### config.mk
export PLATFORM = sky130hd
export DESIGN_NAME = quicksort_lomuto
export DESIGN_NICKNAME = d
export VERILOG_FILES = /design/src/hw/rtl/qsl_pkg.sv /design/src/hw/rtl/qsl_seq.sv /design/src/hw/rtl/quicksort_lomuto.sv
export SDC_FILE = /design/constraint.sdc
export NUM_CORES = 2
export LEC_CHECK = 0
export BUFFER_PORTS_ARGS = -buffer_cell sky130_fd_sc_hd__buf_2
export CAP_MARGIN = 20
export CORE_MARGIN = 3
export CORE_UTILIZATION = 50
export CTS_BUF_LIST = sky130_fd_sc_hd__clkbuf_8
export DETAILED_ROUTE_END_ITERATION = 8
export HOLD_SLACK_MARGIN = 0.05
export PLACE_DENSITY = 0.71
export SYNTH_ARGS = -nofsm -noshare
export SYNTH_HDL_FRONTEND = slang
export SYNTH_SLANG_ARGS = --single-unit
### constraint.sdc
create_clock -name clock -period 5 [get_ports clock]
set_input_delay 0 -clock clock [delete_from_list [all_inputs] [get_ports clock]]
set_output_delay 0 -clock clock [all_outputs]
set_load 0.005 [all_outputs]
### src/hw/rtl/qsl_pkg.sv
// shared types, constants and sort microprogram for the quicksort block
package qsl_pkg;

   localparam int DATA_W           = 32;
   localparam int MAX_ELEMENTS_DEF = 64;

   // microprogram steps
   typedef enum logic [4:0] {
      ST_HALT,
      ST_INIT,
      ST_INITW,
      ST_POP,
      ST_LOAD,
      ST_CHK,
      ST_PIV,
      ST_SCAN,
      ST_TEST,
      ST_TEST2,
      ST_SWP1,
      ST_SWP2,
      ST_INCB,
      ST_INCS,
      ST_FIN,
      ST_FCMP,
      ST_FW1,
      ST_FW2,
      ST_PR,
      ST_PRW,
      ST_PL,
      ST_PLW,
      ST_OUT
   } step_type;

   // jump conditions
   typedef enum logic [3:0] {
      CND_NEVER,
      CND_ALWAYS,
      CND_NOSTART,
      CND_LT2,
      CND_SP0,
      CND_LOHI,
      CND_SCANEND,
      CND_NOTLESS,
      CND_SAME,
      CND_PIVNOTLESS,
      CND_SKIPR,
      CND_SKIPL
   } cond_type;

   typedef enum logic [1:0] {ADR_HI, ADR_SCAN, ADR_PLACE} adr_type;
   typedef enum logic [1:0] {WD_TMPA, WD_TMPB, WD_PIVOT} wsel_type;
   typedef enum logic [1:0] {PSH_NONE, PSH_ALL, PSH_RIGHT, PSH_LEFT} push_type;

   typedef struct packed {
      cond_type cond;
      step_type target;
      adr_type  adr;
      logic     mem_we;
      wsel_type wsel;
      logic     ld_bounds;
      logic     init_ptrs;
      logic     ld_pivot;
      logic     ld_tmpa;
      logic     ld_tmpb;
      logic     inc_scan;
      logic     inc_place;
      logic     pop;
      logic     clr_sp;
      logic     done;
      push_type push;
   } uword_type;

   // control store: one word per step, fall through unless the condition jumps
   function automatic uword_type ucode(input step_type s);
      uword_type w;
      w = '0;
      case (s)
         ST_HALT: begin
            w.cond   = CND_NOSTART;
            w.target = ST_HALT;
            w.clr_sp = 1'b1;
         end
         ST_INIT: begin
            w.cond   = CND_LT2;
            w.target = ST_OUT;
         end
         ST_INITW: begin
            w.push = PSH_ALL;
         end
         ST_POP: begin
            w.cond   = CND_SP0;
            w.target = ST_OUT;
            w.pop    = 1'b1;
         end
         ST_LOAD: begin
            w.ld_bounds = 1'b1;
         end
         ST_CHK: begin
            w.cond      = CND_LOHI;
            w.target    = ST_POP;
            w.adr       = ADR_HI;
            w.init_ptrs = 1'b1;
         end
         ST_PIV: begin
            w.ld_pivot = 1'b1;
         end
         ST_SCAN: begin
            w.cond   = CND_SCANEND;
            w.target = ST_FIN;
            w.adr    = ADR_SCAN;
         end
         ST_TEST: begin
            w.cond    = CND_NOTLESS;
            w.target  = ST_INCS;
            w.ld_tmpa = 1'b1;
         end
         ST_TEST2: begin
            w.cond   = CND_SAME;
            w.target = ST_INCB;
            w.adr    = ADR_PLACE;
         end
         ST_SWP1: begin
            w.adr     = ADR_PLACE;
            w.mem_we  = 1'b1;
            w.wsel    = WD_TMPA;
            w.ld_tmpb = 1'b1;
         end
         ST_SWP2: begin
            w.adr    = ADR_SCAN;
            w.mem_we = 1'b1;
            w.wsel   = WD_TMPB;
         end
         ST_INCB: begin
            w.cond      = CND_ALWAYS;
            w.target    = ST_SCAN;
            w.inc_scan  = 1'b1;
            w.inc_place = 1'b1;
         end
         ST_INCS: begin
            w.cond     = CND_ALWAYS;
            w.target   = ST_SCAN;
            w.inc_scan = 1'b1;
         end
         ST_FIN: begin
            w.adr = ADR_PLACE;
         end
         ST_FCMP: begin
            w.cond    = CND_PIVNOTLESS;
            w.target  = ST_PR;
            w.ld_tmpb = 1'b1;
         end
         ST_FW1: begin
            w.adr    = ADR_PLACE;
            w.mem_we = 1'b1;
            w.wsel   = WD_PIVOT;
         end
         ST_FW2: begin
            w.adr    = ADR_HI;
            w.mem_we = 1'b1;
            w.wsel   = WD_TMPB;
         end
         ST_PR: begin
            w.cond   = CND_SKIPR;
            w.target = ST_PL;
         end
         ST_PRW: begin
            w.push = PSH_RIGHT;
         end
         ST_PL: begin
            w.cond   = CND_SKIPL;
            w.target = ST_POP;
         end
         ST_PLW: begin
            w.cond   = CND_ALWAYS;
            w.target = ST_POP;
            w.push   = PSH_LEFT;
         end
         ST_OUT: begin
            w.cond   = CND_ALWAYS;
            w.target = ST_HALT;
            w.done   = 1'b1;
         end
         default: begin
            w.cond   = CND_ALWAYS;
            w.target = ST_HALT;
         end
      endcase
      return w;
   endfunction

endpackage

### src/hw/rtl/qsl_seq.sv
// microcoded sort sequencer with range stack and partition datapath
module qsl_seq #(
   parameter int  MAX_ELEMENTS = qsl_pkg::MAX_ELEMENTS_DEF,
   localparam int IDX_W        = $clog2(MAX_ELEMENTS),
   localparam int CNT_W        = $clog2(MAX_ELEMENTS + 1),
   localparam int SP_W         = IDX_W + 1,
   localparam int SDEPTH       = 1 << IDX_W
) (
   input  logic                       clock,
   input  logic                       reset,
   input  logic                       start,
   input  logic [CNT_W-1:0]           elem_count,
   input  logic [qsl_pkg::DATA_W-1:0] mem_rdata,
   output logic                       done,
   output logic                       mem_we,
   output logic [IDX_W-1:0]           mem_addr,
   output logic [qsl_pkg::DATA_W-1:0] mem_wdata
);

   qsl_pkg::step_type  upc_ff, upc_in;
   qsl_pkg::uword_type uw;

   logic [IDX_W-1:0] lo_ff, lo_in, hi_ff, hi_in;
   logic [IDX_W-1:0] scan_ff, scan_in, place_ff, place_in;
   logic [qsl_pkg::DATA_W-1:0] pivot_ff, pivot_in, tmpa_ff, tmpa_in, tmpb_ff, tmpb_in;
   logic [SP_W-1:0]  sp_ff, sp_in, sp_m1;

   logic [2*IDX_W-1:0] stack_mem [SDEPTH];
   logic [2*IDX_W-1:0] stk_rd_ff;

   logic             cond_hit, rd_less, piv_less, push_en, pop_en;
   logic [IDX_W:0]   place_p1, lo_p1;
   logic [IDX_W-1:0] place_m1, push_lo, push_hi;
   logic [CNT_W-1:0] cnt_m1;

   always_comb begin
      uw       = qsl_pkg::ucode(upc_ff);
      rd_less  = $signed(mem_rdata) < $signed(pivot_ff);
      piv_less = $signed(pivot_ff) < $signed(mem_rdata);
      place_p1 = {1'b0, place_ff} + (IDX_W + 1)'(1);
      lo_p1    = {1'b0, lo_ff} + (IDX_W + 1)'(1);
      place_m1 = place_ff - IDX_W'(1);
      cnt_m1   = elem_count - CNT_W'(1);
      sp_m1    = sp_ff - SP_W'(1);

      case (uw.cond)
         qsl_pkg::CND_NEVER:      cond_hit = 1'b0;
         qsl_pkg::CND_ALWAYS:     cond_hit = 1'b1;
         qsl_pkg::CND_NOSTART:    cond_hit = !start;
         qsl_pkg::CND_LT2:        cond_hit = elem_count < CNT_W'(2);
         qsl_pkg::CND_SP0:        cond_hit = sp_ff == '0;
         qsl_pkg::CND_LOHI:       cond_hit = lo_ff >= hi_ff;
         qsl_pkg::CND_SCANEND:    cond_hit = scan_ff >= hi_ff;
         qsl_pkg::CND_NOTLESS:    cond_hit = !rd_less;
         qsl_pkg::CND_SAME:       cond_hit = place_ff == scan_ff;
         qsl_pkg::CND_PIVNOTLESS: cond_hit = !piv_less;
         qsl_pkg::CND_SKIPR:      cond_hit = !(place_p1 < {1'b0, hi_ff});
         qsl_pkg::CND_SKIPL:      cond_hit = !({1'b0, place_ff} > lo_p1);
         default:                 cond_hit = 1'b1;
      endcase

      upc_in = cond_hit ? uw.target : qsl_pkg::step_type'(upc_ff + 1'b1);

      case (uw.push)
         qsl_pkg::PSH_ALL: begin
            push_lo = '0;
            push_hi = cnt_m1[IDX_W-1:0];
         end
         qsl_pkg::PSH_RIGHT: begin
            push_lo = place_p1[IDX_W-1:0];
            push_hi = hi_ff;
         end
         qsl_pkg::PSH_LEFT: begin
            push_lo = lo_ff;
            push_hi = place_m1;
         end
         default: begin
            push_lo = lo_ff;
            push_hi = hi_ff;
         end
      endcase

      // a push onto a full stack is dropped
      push_en = (uw.push != qsl_pkg::PSH_NONE) && (sp_ff < SP_W'(SDEPTH));
      pop_en  = uw.pop && (sp_ff != '0);

      if (uw.clr_sp) begin
         sp_in = '0;
      end else if (push_en) begin
         sp_in = sp_ff + SP_W'(1);
      end else if (pop_en) begin
         sp_in = sp_m1;
      end else begin
         sp_in = sp_ff;
      end

      lo_in    = uw.ld_bounds ? stk_rd_ff[IDX_W-1:0] : lo_ff;
      hi_in    = uw.ld_bounds ? stk_rd_ff[2*IDX_W-1:IDX_W] : hi_ff;
      scan_in  = uw.init_ptrs ? lo_ff : (uw.inc_scan ? scan_ff + IDX_W'(1) : scan_ff);
      place_in = uw.init_ptrs ? lo_ff : (uw.inc_place ? place_p1[IDX_W-1:0] : place_ff);
      pivot_in = uw.ld_pivot ? mem_rdata : pivot_ff;
      tmpa_in  = uw.ld_tmpa ? mem_rdata : tmpa_ff;
      tmpb_in  = uw.ld_tmpb ? mem_rdata : tmpb_ff;

      case (uw.adr)
         qsl_pkg::ADR_HI:    mem_addr = hi_ff;
         qsl_pkg::ADR_SCAN:  mem_addr = scan_ff;
         qsl_pkg::ADR_PLACE: mem_addr = place_ff;
         default:            mem_addr = hi_ff;
      endcase

      case (uw.wsel)
         qsl_pkg::WD_TMPA:  mem_wdata = tmpa_ff;
         qsl_pkg::WD_TMPB:  mem_wdata = tmpb_ff;
         qsl_pkg::WD_PIVOT: mem_wdata = pivot_ff;
         default:           mem_wdata = tmpb_ff;
      endcase

      mem_we = uw.mem_we;
      done   = uw.done;
   end

   always_ff @(posedge clock) begin
      if (reset) begin
         upc_ff <= qsl_pkg::ST_HALT;
         sp_ff  <= '0;
      end else begin
         upc_ff <= upc_in;
         sp_ff  <= sp_in;
      end
   end

   always_ff @(posedge clock) begin
      lo_ff    <= lo_in;
      hi_ff    <= hi_in;
      scan_ff  <= scan_in;
      place_ff <= place_in;
      pivot_ff <= pivot_in;
      tmpa_ff  <= tmpa_in;
      tmpb_ff  <= tmpb_in;
   end

   // range stack: top entry is read ahead into a register so a pop has it in the next step
   always_ff @(posedge clock) begin
      if (push_en) begin
         stack_mem[sp_ff[IDX_W-1:0]] <= {push_hi, push_lo};
      end
      stk_rd_ff <= stack_mem[sp_m1[IDX_W-1:0]];
   end

endmodule

### src/hw/rtl/quicksort_lomuto.sv
// top level of the collect, sort and emit quicksort block
// Values arrive one per transaction and are written into the element memory at one
// per cycle; the transaction with tlast closes the set and starts the sort. Up to
// MAX_ELEMENTS values are kept, later ones are dropped and every result of that set
// then carries tuser high. The sort is a Lomuto quicksort run by a microcoded
// sequencer over a memory with one write and one registered read port: each scanned
// element is read and compared with the pivot, one below the pivot is exchanged into
// the place position unless it is already there, and each range also needs stack
// handling and final placement of the pivot. Results then leave in ascending order,
// the last one with tlast, while the consumer is ready; a new read is issued only
// after the previous one has returned. Input is accepted again as soon as the read
// of the final result is issued. No clearing pass follows reset.
module quicksort_lomuto #(
   parameter int  MAX_ELEMENTS = qsl_pkg::MAX_ELEMENTS_DEF,
   localparam int IDX_W        = $clog2(MAX_ELEMENTS),
   localparam int CNT_W        = $clog2(MAX_ELEMENTS + 1)
) (
   input  logic                       clock,
   input  logic                       reset,
   input  logic                       req_tvalid,
   output logic                       req_tready,
   input  logic [qsl_pkg::DATA_W-1:0] req_tdata,   // value [31:0]
   input  logic                       req_tlast,
   output logic                       rsp_tvalid,
   input  logic                       rsp_tready,
   output logic [qsl_pkg::DATA_W-1:0] rsp_tdata,   // sorted_value [31:0]
   output logic                       rsp_tlast,
   output logic                       rsp_tuser    // overflow [0]
);

   typedef enum logic [1:0] {PH_COLLECT, PH_SORT, PH_EMIT} state_type;

   state_type state_ff, state_in;

   logic [CNT_W-1:0] count_ff, count_in;
   logic             dropped_ff, dropped_in;
   logic [IDX_W-1:0] k_ff, k_in;
   logic             pend_ff, pend_in;
   logic             pend_final_ff, pend_final_in;
   logic             pend_ovf_ff, pend_ovf_in;
   logic             out_valid_ff, out_valid_in;
   logic [qsl_pkg::DATA_W-1:0] out_data_ff, out_data_in;
   logic             out_final_ff, out_final_in;
   logic             out_ovf_ff, out_ovf_in;

   logic [qsl_pkg::DATA_W-1:0] elem_mem [MAX_ELEMENTS];
   logic [qsl_pkg::DATA_W-1:0] rdata_ff;

   logic                       acc, room, issue, is_final;
   logic                       mem_we;
   logic [IDX_W-1:0]           mem_waddr, mem_raddr;
   logic [qsl_pkg::DATA_W-1:0] mem_wdata;

   logic                       seq_done, seq_we;
   logic [IDX_W-1:0]           seq_addr;
   logic [qsl_pkg::DATA_W-1:0] seq_wdata;

   qsl_seq #(.MAX_ELEMENTS(MAX_ELEMENTS)) u_seq (
      .clock      (clock),
      .reset      (reset),
      .start      (state_ff == PH_SORT),
      .elem_count (count_ff),
      .mem_rdata  (rdata_ff),
      .done       (seq_done),
      .mem_we     (seq_we),
      .mem_addr   (seq_addr),
      .mem_wdata  (seq_wdata)
   );

   always_comb begin
      req_tready = state_ff == PH_COLLECT;
      acc        = req_tvalid && req_tready;
      room       = count_ff < CNT_W'(MAX_ELEMENTS);
      issue      = (state_ff == PH_EMIT) && !pend_ff && (!out_valid_ff || rsp_tready);
      is_final   = CNT_W'(k_ff) == (count_ff - CNT_W'(1));

      if (state_ff == PH_COLLECT) begin
         mem_we    = acc && room;
         mem_waddr = count_ff[IDX_W-1:0];
         mem_wdata = req_tdata;
      end else begin
         mem_we    = seq_we;
         mem_waddr = seq_addr;
         mem_wdata = seq_wdata;
      end
      mem_raddr = (state_ff == PH_EMIT) ? k_ff : seq_addr;

      state_in      = state_ff;
      count_in      = count_ff;
      dropped_in    = dropped_ff;
      k_in          = k_ff;
      pend_in       = issue;
      pend_final_in = pend_final_ff;
      pend_ovf_in   = pend_ovf_ff;

      case (state_ff)
         PH_COLLECT: begin
            if (acc) begin
               if (room) begin
                  count_in = count_ff + CNT_W'(1);
               end else begin
                  dropped_in = 1'b1;
               end
               if (req_tlast) begin
                  state_in = PH_SORT;
               end
            end
         end
         PH_SORT: begin
            if (seq_done) begin
               state_in = PH_EMIT;
               k_in     = '0;
            end
         end
         PH_EMIT: begin
            if (issue) begin
               pend_final_in = is_final;
               pend_ovf_in   = dropped_ff;
               k_in          = k_ff + IDX_W'(1);
               if (is_final) begin
                  state_in   = PH_COLLECT;
                  count_in   = '0;
                  dropped_in = 1'b0;
               end
            end
         end
         default: begin
            state_in = PH_COLLECT;
         end
      endcase

      // output register: loaded in the cycle after its read was issued, when the read data arrives
      if (pend_ff) begin
         out_valid_in = 1'b1;
         out_data_in  = rdata_ff;
         out_final_in = pend_final_ff;
         out_ovf_in   = pend_ovf_ff;
      end else begin
         out_valid_in = out_valid_ff && !rsp_tready;
         out_data_in  = out_data_ff;
         out_final_in = out_final_ff;
         out_ovf_in   = out_ovf_ff;
      end
   end

   always_ff @(posedge clock) begin
      k_ff          <= k_in;
      pend_final_ff <= pend_final_in;
      pend_ovf_ff   <= pend_ovf_in;
      out_data_ff   <= out_data_in;
      out_final_ff  <= out_final_in;
      out_ovf_ff    <= out_ovf_in;
      if (reset) begin
         state_ff     <= PH_COLLECT;
         count_ff     <= '0;
         dropped_ff   <= 1'b0;
         pend_ff      <= 1'b0;
         out_valid_ff <= 1'b0;
      end else begin
         state_ff     <= state_in;
         count_ff     <= count_in;
         dropped_ff   <= dropped_in;
         pend_ff      <= pend_in;
         out_valid_ff <= out_valid_in;
      end
   end

   always_ff @(posedge clock) begin
      if (mem_we) begin
         elem_mem[mem_waddr] <= mem_wdata;
      end
      rdata_ff <= elem_mem[mem_raddr];
   end

   assign rsp_tvalid = out_valid_ff;
   assign rsp_tdata  = out_data_ff;
   assign rsp_tlast  = out_final_ff;
   assign rsp_tuser  = out_ovf_ff;

   a_pend_slot_free: assert property (@(posedge clock) disable iff (reset)
      pend_ff |-> !out_valid_ff)
      else $error("read data arrived while the output register was still occupied");

   a_done_in_sort: assert property (@(posedge clock) disable iff (reset)
      seq_done |-> (state_ff == PH_SORT))
      else $error("sequencer finished outside the sort phase");

   a_count_bound: assert property (@(posedge clock) disable iff (reset)
      count_ff <= CNT_W'(MAX_ELEMENTS))
      else $error("element count above capacity");

   a_final_returns: assert property (@(posedge clock) disable iff (reset)
      (issue && is_final) |=> (state_ff == PH_COLLECT) && (count_ff == '0))
      else $error("set not closed after the final transaction was issued");

endmodule
Yosys cells after proc, flatten, opt, wreduce, memory -nomap -nowiden
Memory sizes are Yosys's and may differ from the RTL's. A register that Yosys moved wholly into a read port is not among the register bits.
Index checks and enable logic that the tools add are counted.
{"block": "word_totals", "n_memories": 2, "regBits": 186, "ramBits": 2816, "out_inout_bits": 36, "word_cells": 184}
{"block": "op_classes", "n_addsub": 10, "n_mux": 54, "magnitude_cmp": 9, "n_reduce_logical": 40, "n_eq_ne": 49}
{"name": "elem_mem", "words": 64, "width": 32, "read_ports": 1, "rd_ports_with_merged_regs": 1, "wr": 1, "line_no": "quicksort_lomuto.sv:46", "rtl": "logic [qsl_pkg::DATA_W-1:0] elem_mem [MAX_ELEMENTS];"}
{"name": "u_seq.stack_mem", "words": 64, "width": 12, "read_ports": 1, "rd_ports_with_merged_regs": 1, "wr": 1, "line_no": "qsl_seq.sv:28", "rtl": "logic [2*IDX_W-1:0] stack_mem [SDEPTH];"}
{"op": "one-hot mux 9 bit (13 select lines)", "count": 1}
{"op": "less-than comparator 32 bit", "count": 2}
{"op": "one-hot mux 32 bit (2 select lines)", "count": 1}
{"op": "two-way mux 6 bit", "count": 8}
{"op": "one-hot mux 6 bit (2 select lines)", "count": 4}
{"op": "two-way mux 7 bit", "count": 6}
{"op": "equality test 5 x 4 -> 1 bit, second input constant", "count": 8}
{"op": "equality test 5 bit, second input constant", "count": 7}
{"op": "two-way mux 32 bit", "count": 1}
{"op": "equality test 5 x 3 -> 1 bit, second input constant", "count": 4}
{"op": "two-way mux 1 bit", "count": 20}
{"op": "equality test 4 x 3 -> 1 bit, second input constant", "count": 4}
{"op": "equality test 4 bit, second input constant", "count": 4}
{"op": "AND reduction 5 bit", "count": 3}
{"op": "adder 6 x 1 -> 7 bit, second input constant", "count": 2}
{"op": "adder 7 x 1 -> 7 bit, second input constant", "count": 2}
{"op": "less-than comparator 7 bit, second input constant", "count": 2}
{"op": "one-hot mux 7 bit (2 select lines)", "count": 1}
{"op": "subtractor 7 x 1 -> 7 bit, second input constant", "count": 2}
{"op": "adder 6 x 1 -> 6 bit, second input constant", "count": 2}
{"op": ">= comparator 6 bit", "count": 2}
{"op": "one-hot mux 2 bit (3 select lines)", "count": 2}
{"op": "nonzero test 2 bit", "count": 6}
{"op": "one-hot mux 1 bit (11 select lines)", "count": 1}
{"op": "32 further kinds", "count": 67}

Depth between registers and ports, before layout
{"block": "depth", "depth_word": 6, "depth_mapped": 18, "mapped_depth_nobuf": 15}

Modules after synthesis
From an unflattened synthesis, not the netlist that was laid out.
{"block": "hier_totals", "hier_cells": 6702, "hier_area_um2": 121708.0}
{"mod": "quicksort_lomuto", "instances": 1, "cells_each": 4807, "area_each_um2": 84438.5}
{"mod": "qsl_seq", "instances": 1, "cells_each": 1895, "area_each_um2": 37269.5}

Worst setup path after synthesis
OpenSTA, ideal clock, no wires.
{"block": "synth_path", "kind": "register -> register", "from": "reg u_seq.upc_ff[0]", "to": "mem u_seq.stack_mem[0][2] (netlist name) (data pin)", "t_arrival_ps": 4636, "synth_period_minus_slack_ps": 5337, "path_slack_ps": -337, "path_stages_with_launch": 11, "path_cell_list": "dfxtp_1 ha_1 clkbuf_1 nand2_1 inv_1 nand2_1 a21oi_1 ha_1 clkbuf_1 nand2b_1 o21ai_0"}
{"block": "synth_via", "elab_chain_len": 4}
{"element": "start, declared", "line_no": "qsl_seq.sv:20", "rtl": "qsl_pkg::step_type upc_ff, upc_in;"}
{"element": "start signal, assigned", "line_no": "qsl_seq.sv:125", "rtl": "upc_ff <= qsl_pkg::ST_HALT;"}
{"element": "start signal, assigned", "line_no": "qsl_seq.sv:128", "rtl": "upc_ff <= upc_in;"}
{"element": "equality test 5 bit or equality test 5 x 2 -> 1 bit (tied branches)", "line_no": "qsl_pkg.sv:77", "rtl": "case (s)"}
{"element": "one-hot mux 2 bit (3 select lines) (*)", "line_no": "qsl_pkg.sv:77"}
{"element": "equality test 2 bit or equality test 2 x 1 -> 1 bit (tied branches)", "line_no": "qsl_seq.sv:64", "rtl": "case (uw.push)"}
{"element": "one-hot mux 6 bit (2 select lines) (*)", "line_no": "qsl_seq.sv:64"}
{"element": "named net u_seq.push_lo[2]", "line_no": "qsl_seq.sv:33", "rtl": "logic [IDX_W-1:0] place_m1, push_lo, push_hi;"}
{"element": "end, declared", "line_no": "qsl_seq.sv:28"}
The timed path passes the listed nets; every way through them passes the cells marked *.

Worst setup path in the final report
{"block": "layout_path", "from": "reg u_seq.upc_ff[0]", "to": "reg rdata_ff[24] (netlist name) (read register of elem_mem)"}
{"block": "layout_via", "elab_chain_len": 6}
{"element": "equality test 5 x 4 -> 1 bit, or another cell as far along", "line_no": "qsl_pkg.sv:77"}
{"element": "OR reduction 4 bit (no line) or OR reduction 2 bit (tied branches)"}
{"element": "one-hot mux 2 bit (2 select lines) (*)", "line_no": "qsl_pkg.sv:77"}
{"element": "equality test 2 bit or equality test 2 x 1 -> 1 bit (tied branches)", "line_no": "qsl_seq.sv:105", "rtl": "case (uw.adr)"}
{"element": "one-hot mux 6 bit (2 select lines) (*)", "line_no": "qsl_seq.sv:105"}
{"element": "two-way mux 6 bit (*)", "line_no": "quicksort_lomuto.sv:86", "rtl": "mem_raddr = (state_ff == PH_EMIT) ? k_ff : seq_addr;"}
{"element": "end, declared", "line_no": "quicksort_lomuto.sv:47", "rtl": "logic [qsl_pkg::DATA_W-1:0] rdata_ff;"}
Mark *: on every way between the ends. The rest lies on a longest branch, timed or not.
A chain may end at the register's enable or synchronous reset.

==> results.py <==
metrics = {
    "routing": {
        "via_count": 61300,
        "firstDrtPassIters": 6,
        "routedWlPerCell_um": 30.1,
        "totalWireLength_mm": 301,
        "drc": 0,
        "via_per_inst": 6.14,
        "ant_nets": 0,
        "drtIter0Drc": 7715,
    },
    "placement": {
        "io_buffer_count": 72,
        "dpl.hpwl_mm": 171,
        "place_area_um2": 127000,
        "place.gp.congestion": 0.840,
        "place_inst": 9085,
        "post-place-ws_ns": -0.0235,
    },
    "grt": {
        "track_usage_pct": 24.7,
        "grt_max_degree": 99,
        "grt_antenna_before_repair": 7,
        "grt_pass1_wl_mm": 434,
        "grt-ovfl-total": 0,
        "grt_pass1_vias": 62300,
    },
    "power_and_ir_drop": {
        "ir_drop_uv": 279,
        "power_density_nw_per_um2": 457,
        "cellLeakagePower_nw": 44.3,
        "p_total_mw": 62.3,
    },
    "min_path": {
        "hold_depth": 5,
        "min-delay-start": "req_tdata[15]",
        "hp-class": "input port to flip-flop",
    },
    "timing": {
        "max_slew_margin_pct": 21.7,
        "fin_crit_ns": 4.76,
        "rsz0062_at_grt": "no",
        "tightest_slew_ns": 1.17,
        "max_freq_mhz": 210,
        "finalCritPeriodShare_pct": 95.1,
        "setup_viol_count_final": 0,
        "final_max_slew_viol_count": 0,
        "worst_slack_ns": 0.243,
        "final.setup.tns_ns": 0,
        "hold_viol": 0,
        "hold_ws_ns": 0.147,
        "fin_skew_ns": 0.0891,
    },
    "synth": {
        "syn_inst": 5817,
        "ys_async_sr_fraction_pct": 0,
        "ys_types": 70,
        "yosysWarnings": 0,
        "syn_nets": 5929,
        "syn-cell-area_um2": 119000,
        "ys_seq_elements": 3046,
        "synth_edf_count": 2978,
        "synth_ff_type": "edfxtp_1",
        "ys_seq_area_share_pct": 76.1,
        "syn-mean-instance-area_um2": 20.5,
    },
    "cts": {
        "clk_pin_slew_ns": 0.07,
        "cts_max_level": 5,
        "tritoncts": "done",
        "clock_sinks": 3046,
        "cts_buffers": 471,
        "post-cts-setup-buffers": 0,
        "clkLatencyLatePin_ns": 1.12,
        "cts_root_buffer": "clkbuf_8",
        "clockBufferDepth": 4,
    },
    "worst_setup_path": {
        "cp_top_family": "multiplexers",
        "cp-startpoint": "u_seq.upc_ff[0]",
        "path_cells": "ha_1 > inv_1 > a211o_1 > ha_1 > a221oi_2 > a21oi_1 > mux2_8 > buf_12 > buf_4 > mux4_2 > mux2i_1 > nor2_1 > o32ai_4 > buf_4 > nor3_1",
        "critical_path_class": "flip-flop to flip-flop",
        "cp-end-kind": "flip-flop",
        "path_max_fanout": 39,
        "r2r-start": "u_seq.upc_ff[0]",
        "crit_cells": 15,
        "ff2ff_path_depth": 15,
        "cp_num_buf_inv": 4,
        "slowest_delay_ns": 0.49,
        "cp-start-kind": "flip-flop",
        "crit_required_ns": 5.96,
        "arrival_ns": 5.71,
        "cp_slowest_cell": "ha_1",
    },
    "floorplanning": {
        "core_area_um2": 236000,
        "initial_utilization_pct": 50.5,
        "fp-row-count": 178,
        "io_pins": 73,
        "dieWidth_um": 494,
        "fp.dieH_um": 494,
        "dieArea_um2": 244000,
    },
    "finish": {
        "final_common_cell": "edfxtp_1",
        "layout-drive-gt1-share_pct": 28.3,
        "nets": 6576,
        "layout.cells.non_filler": 9994,
        "ff_latch_area_um2": 90800,
        "area_growth_pct": 14.3,
        "design_area_um2": 136000,
        "multi_input_area_um2": 28000,
        "most-common-layout-cells": "2978 x edfxtp_1, 764 x mux4_2, 495 x clkbuf_8, 425 x nand2_1, 279 x buf_4",
        "fillers": 16700,
        "utilization_pct": 57.7,
    },
    "flow_run": {
        "max_cap_violations": 0,
    },
    "status": {
        "outcome": "completed",
    },
}
==> path summary, 6_finish.rpt <==
| check | endpoint | slack (ns) |
|---|---|---|
| max | rdata_ff[24] | 0.24 |
| min | elem_mem[44][15] | 0.15 |
| max reg2reg | rdata_ff[24] | 0.24 |
| min reg2reg | u_seq.lo_ff[4] | 0.40 |
==> repair_timing <==
| item | 4_1_cts | 5_1_grt |
|---|---|---|
| cloned | 0 | 1 |
| resized for setup | 1 | 10 |
| endpoints found under the setup margin | 1 | 8 |
| hold endpoints to repair | 2080 | 0 |
| hold buffers | 53 | 0 |
==> sequential cells by signal, indices dropped and copies added (netlist names), 7 cells and up <==
signal           cells
rsp_tdata           32
rdata_ff            32
u_seq.tmpb_ff       32
u_seq.stk_rd_ff     12
u_seq.pivot_ff      32
u_seq.tmpa_ff       32
elem_mem          2048
u_seq.stack_mem    768
u_seq.sp_ff          7
count_ff             7
==> metal layers <==
layer / routed length [um] / global-route usage (%)
met1: 113000 / 33.9
met2: 145000 / 39.1
met3: 32000 / 5.29
met4: 12000 / 9.69
met5: 0 / 0
==> Yosys cell counts, types with 18 or more instances <==
cell,n,share of area [%]
clkbuf_1,133,0.42
buf_2,119,0.50
xnor2_1,24,0.18
nand3_1,164,0.69
nand4_1,18,0.094
dfxtp_1,68,1.1
mux4_2,764,14
buf_1,28,0.088
nand2_1,427,1.3
o32ai_1,28,0.21
xor2_1,24,0.18
nor3_1,44,0.18
edfxtp_1,2978,75
inv_1,66,0.21
a21oi_1,117,0.49
buf_4,24,0.15
ha_1,75,0.79
mux2i_1,187,1.6
nor2_1,261,0.82
o21ai_0,92,0.39
==> power breakdown <==
| part | switching (mW) | internal (mW) | total, mW | leakage, nW |
|---|---|---|---|---|
| clock network | 9.38 | 10.1 | 19.5 | 5.02 |
| logic | 7.69 | 5.06 | 12.8 | 11.9 |
| registers | 0.571 | 29.6 | 30.1 | 27.4 |
==> layout make-up <==
type | instances | area share [%]
Antenna cell | 11 | 0.0202
Clock buffer | 495 | 5.00
Clock inverter | 347 | 1.41
Inverter | 69 | 0.192
Multi-Input combinational cell | 2395 | 20.6
Sequential cell | 3046 | 66.6
Tap cell | 3150 | 2.89
Timing Repair Buffer | 481 | 3.33
==> cells by family after synthesis <==
family	after synthesis	share of synthesized area, %
buffers and inverters	376	1.40
AO/OA/AOI/OAI	311	1.60
AND/OR/NAND/NOR	994	3.59
multiplexers	966	16.1
adder cells (fa/ha/maj)	75	0.787
XOR/XNOR	49	0.371
flip-flops	3046	76.1
==> tightest hold or removal path: stages <==
cell and delay [ns]:
dlygate4sd3_1 0.53, buf_2 0.12, nand2_1 0.11, o21ai_4 0.08, buf_12 0.20
Power figures use the tool's default switching activity.
